--- src/rtl/core/gasp_ram.sv ---
`default_nettype none
module gasp_ram #(
   parameter int WIDTH = 8,
   parameter int DEPTH = 16
) (
   input  wire logic                     clock,
   input  wire logic                     wr_en,
   input  wire logic [$clog2(DEPTH)-1:0] wr_addr,
   input  wire logic [WIDTH-1:0]         wr_data,
   input  wire logic [$clog2(DEPTH)-1:0] rd_addr,
   output logic      [WIDTH-1:0]         rd_data
);
   logic [WIDTH-1:0] mem [DEPTH];

   always_ff @(posedge clock) begin
      if (wr_en) begin
         mem[wr_addr] <= wr_data;
      end
      rd_data <= mem[rd_addr];
   end
endmodule
`default_nettype wire

--- config.mk ---
export PLATFORM = sky130hd
export DESIGN_NAME = gasp_ram
export DESIGN_NICKNAME = d
export VERILOG_FILES = /design/src/rtl/core/gasp_ram.sv
export SDC_FILE = /design/constraint.sdc
export NUM_CORES = 1
export LEC_CHECK = 0
export ABC_AREA = 1
export ABC_CLOCK_PERIOD_IN_PS = 1530
export BUFFER_PORTS_ARGS = -buffer_cell sky130_fd_sc_hd__buf_2
export CAP_MARGIN = 5
export CORE_ASPECT_RATIO = 1.2
export CORE_MARGIN = 2
export CORE_UTILIZATION = 45
export DETAILED_ROUTE_END_ITERATION = 10
export SLEW_MARGIN = 20
export SYNTH_ARGS = -nofsm -noshare
export SYNTH_HDL_FRONTEND = slang
export SYNTH_SLANG_ARGS = --single-unit
export TNS_END_PERCENT = 20
--- constraint.sdc ---
create_clock -name clock -period 1.53 [get_ports clock]
set_input_delay 0.306 -clock clock [delete_from_list [all_inputs] [get_ports clock]]
set_output_delay 0.306 -clock clock [all_outputs]
set_load 0.05 [all_outputs]
Word level (Yosys, flattened, before mapping)
Memories as Yosys holds them, arrays and structs flattened. A register that Yosys moved wholly into a read port is not among the register bits.
Index checks and enable logic that the tools add are counted.
{"block": "op_classes", "n_mux": 2}
{"cell": "2-to-1 mux 1 bit", "count": 2}
{"block": "totals", "mem_bits_rw": 128, "ff_bits": 0, "out_inout_bits": 8, "mem_count": 1}
{"memory": "mem", "depth": 16, "word_bits": 8, "rd": 1, "rd_clocked_by_memory_dff": 1, "write_ports": 1, "line": "13", "rtl": "logic [WIDTH-1:0] mem [DEPTH];"}

Depth between registers and ports, before layout
{"block": "depth", "depth_word": 2, "depth_mapped": 8, "ltp_nobuf": 7}

Least setup slack after synthesis
Ideal clock, no wire load.
{"block": "synth_path", "kind": "input to register", "start": "input port wr_addr[2]", "end": "memory mem[10][0], enable pin", "n_path_buf": 0, "stages": 2, "arrival_ns": 0.887, "setup_slack_ns": 0.273, "setup_ns": 0.370, "required_ns": 1.160, "cell_sequence": "nand3b_1 > nor2_1"}
{"item": "start, declared", "line": "8", "rtl": "input wire logic [$clog2(DEPTH)-1:0] wr_addr,"}
{"item": "end, declared", "line": "13"}
No word-level cell before the write port.

Worst setup path after layout
{"block": "layout_path", "start": "register rd_data[2] (read register of mem)", "end": "output port rd_data[2]"}
{"item": "start, declared", "line": "11", "rtl": "output logic [WIDTH-1:0] rd_data"}
No word-level cell between the ends.

==> impl_metrics.json <==
{
  "synth-seq-cells": 136,
  "antenna_found_initial": 0,
  "drc_errors": 0,
  "max_stage_delay_ns": 0.39,
  "fmax_mhz": 719.5,
  "hold_buffers": 0,
  "powerDensity_nw_per_um2": 1293,
  "min_from": "rd_addr[3]",
  "drt_iter0_drc": 270,
  "clk_pin_slew_ns": 0.05,
  "grtUsageTotal_pct": 20.27,
  "vias_per_cell": 4.977,
  "layout_min_cycle_time_ns": 1.390,
  "cts.sinks": 136,
  "cts_htree_levels": 4,
  "syn_area_per_cell_um2": 10.47,
  "dp_hpwl_um": 7858,
  "syn_nets": 569,
  "core_um2": 12610,
  "netlist_area_um2": 5767,
  "ant_nets": 0,
  "grt_pass1_vias": 3628,
  "critPathMaxFanout": 1,
  "cts_buffers": 17,
  "syn_to_final_growth_pct": 16.88,
  "reg2reg_from": "mem[13][7]$_DFFE_PP_",
  "worstMarginPinSlew_ns": 0.3461,
  "fin_nets": 616,
  "netlist.area_leader.share_pct": 66.65,
  "io_buffer_count": 25,
  "clk_path_buf_depth": 2,
  "crit_arrival_ns": 1.08,
  "n_fill_cell": 1098,
  "cts_root_buf": "clkbuf_16",
  "wl_um": 12820,
  "max_cap_violations": 0,
  "peakVddDrop_mv": 0.6190,
  "ios": 26,
  "holdCritPathClass": "primary input to flip-flop",
  "dr.pass1.iters": 5,
  "slew_headroom_pct": 76.92,
  "drive_above_1_share_pct": 12.93,
  "grt_first_pass_wirelength_um": 20100,
  "period_share_pct": 90.84,
  "drv_slew": 0,
  "diodes": 0,
  "clock-skew-final_ns": 0.006477,
  "die_height_um": 128.0,
  "grt.overflow.total": 0,
  "p_leak_nw": 2.947,
  "ys_seq_area_share_pct": 69.43,
  "die_w_um": 107.3,
  "cp_slowest_cell": "dfxtp_1",
  "rsz0062_at_grt": "no",
  "outcome": "finished clean",
  "tns_ns": 0,
  "multi_input_area_um2": 1214,
  "die_area_um2": 13740,
  "finalSetupViolCount": 0,
  "register_area_um2": 4004,
  "post_cts_resized": 0,
  "clk_latency_ns": 0.40,
  "critPathLaunch": "rd_data[2]$_DFF_P_",
  "synth_area_leaders": "edfxtp_1 67%, nand2_1 11%, nand3_1 8.4%",
  "cp.required_ns": 1.22,
  "start_util_pct": 45.72,
  "critical_path_buf_inv_count": 1,
  "hold_violations": 0,
  "wl_per_cell_um": 16.54,
  "cp_top_family": "flip-flops",
  "worstSetupPathType": "flip-flop to output port",
  "ys_types": 12,
  "cp-start-kind": "flip-flop",
  "worstSetupEndpointType": "output port",
  "post_cts_buffers": 0,
  "path_cells": "buf_2",
  "place.gp.congestion": 0.8563,
  "rows": 45,
  "tritoncts": "built",
  "synth_top_area_cell": "edfxtp_1",
  "vias": 3857,
  "netlist_instances": 551,
  "post-route-util_pct": 53.44,
  "grt_max_degree": 65,
  "yosys_warnings": 0
}
## cells in the mapped netlist
cell      number
buf_6          6
nand3_1       97
dfxtp_1        8
nand3b_1       2
buf_2         13
nand2_1      173
edfxtp_1     128
buf_1          1
inv_1        100
nor2_1        17
inv_2          2
buf_4          4
## cells in the final DEF (no fill, tap or decap)
master        n
buf_12        3
buf_2        25
buf_4        24
bufinv_16     3
clkbuf_1      3
clkbuf_16    17
clkinv_1      4
clkinv_2      4
clkinvlp_4    1
dfxtp_1       8
edfxtp_1    128
inv_1       100
inv_2         2
nand2_1     173
nand3_1      97
nand3b_1      2
nor2_1       17
## final timing paths
| path | endpoint | slack (ns) | cells past startpoint |
|---|---|---|---|
| worst min register to register | rd_data[4]$_DFF_P_ | 0.65 | 6 |
| worst max-delay path | rd_data[2] | 0.14 | 1 |
| worst min-delay path | rd_data[4]$_DFF_P_ | 0.28 | 3 |
| worst max register to register | rd_data[7]$_DFF_P_ | 0.48 | 6 |
## per-layer routing
metal  vias up  share of wire, %  track usage, %
met4         0               2.2           8.371
met2       146                50           33.06
li1       1866                 -               -
met3        21               6.2           3.965
met1      1824                41           26.72
met5         -                 0               0
## logic make-up after synthesis
group,Yosys count,share of synthesized area [%]
buffers and inverters,126,9.525
flip-flops,136,69.43
AND/OR/NAND/NOR,289,21.05
## flip-flops by register name (all words and copies together), names as in the netlist
register / flops
rd_data: 8
mem: 128
## layout make-up
| cell class | instances | area share [%] |
|---|---|---|
| multi-input cells | 289 | 18.01 |
| well taps | 164 | 3.044 |
| clock inverters | 12 | 1.968 |
| repair buffers | 52 | 5.420 |
| inverters | 102 | 5.680 |
| clock buffers | 20 | 6.479 |
| flip-flops and latches | 136 | 59.40 |
## power breakdown
part | leakage, nW | internal, W | switching [W] | total (W)
combinational | 1.45 | 0.000164 | 0.000427 | 0.000590
sequential | 1.22 | 0.00417 | 0.0000278 | 0.00419
clock | 0.277 | 0.00252 | 0.00141 | 0.00393
## stage by stage
step                      cell area, um^2  power, W  setup slack (ns)  hold slack (ns)  cells
after floorplan                      5767  0.004642            0.2732           0.4049    551
after global placement               6171  0.004855            0.1047           0.6348    743
after detailed placement             6171  0.004865            0.1196           0.6429    743
after CTS                            6740  0.008770            0.1351           0.2553    775
after global routing                 6740  0.009008            0.1270           0.2593    775
final                                6740  0.008717            0.1402           0.2751    775
Note: power is estimated with default switching activity, not from simulation.
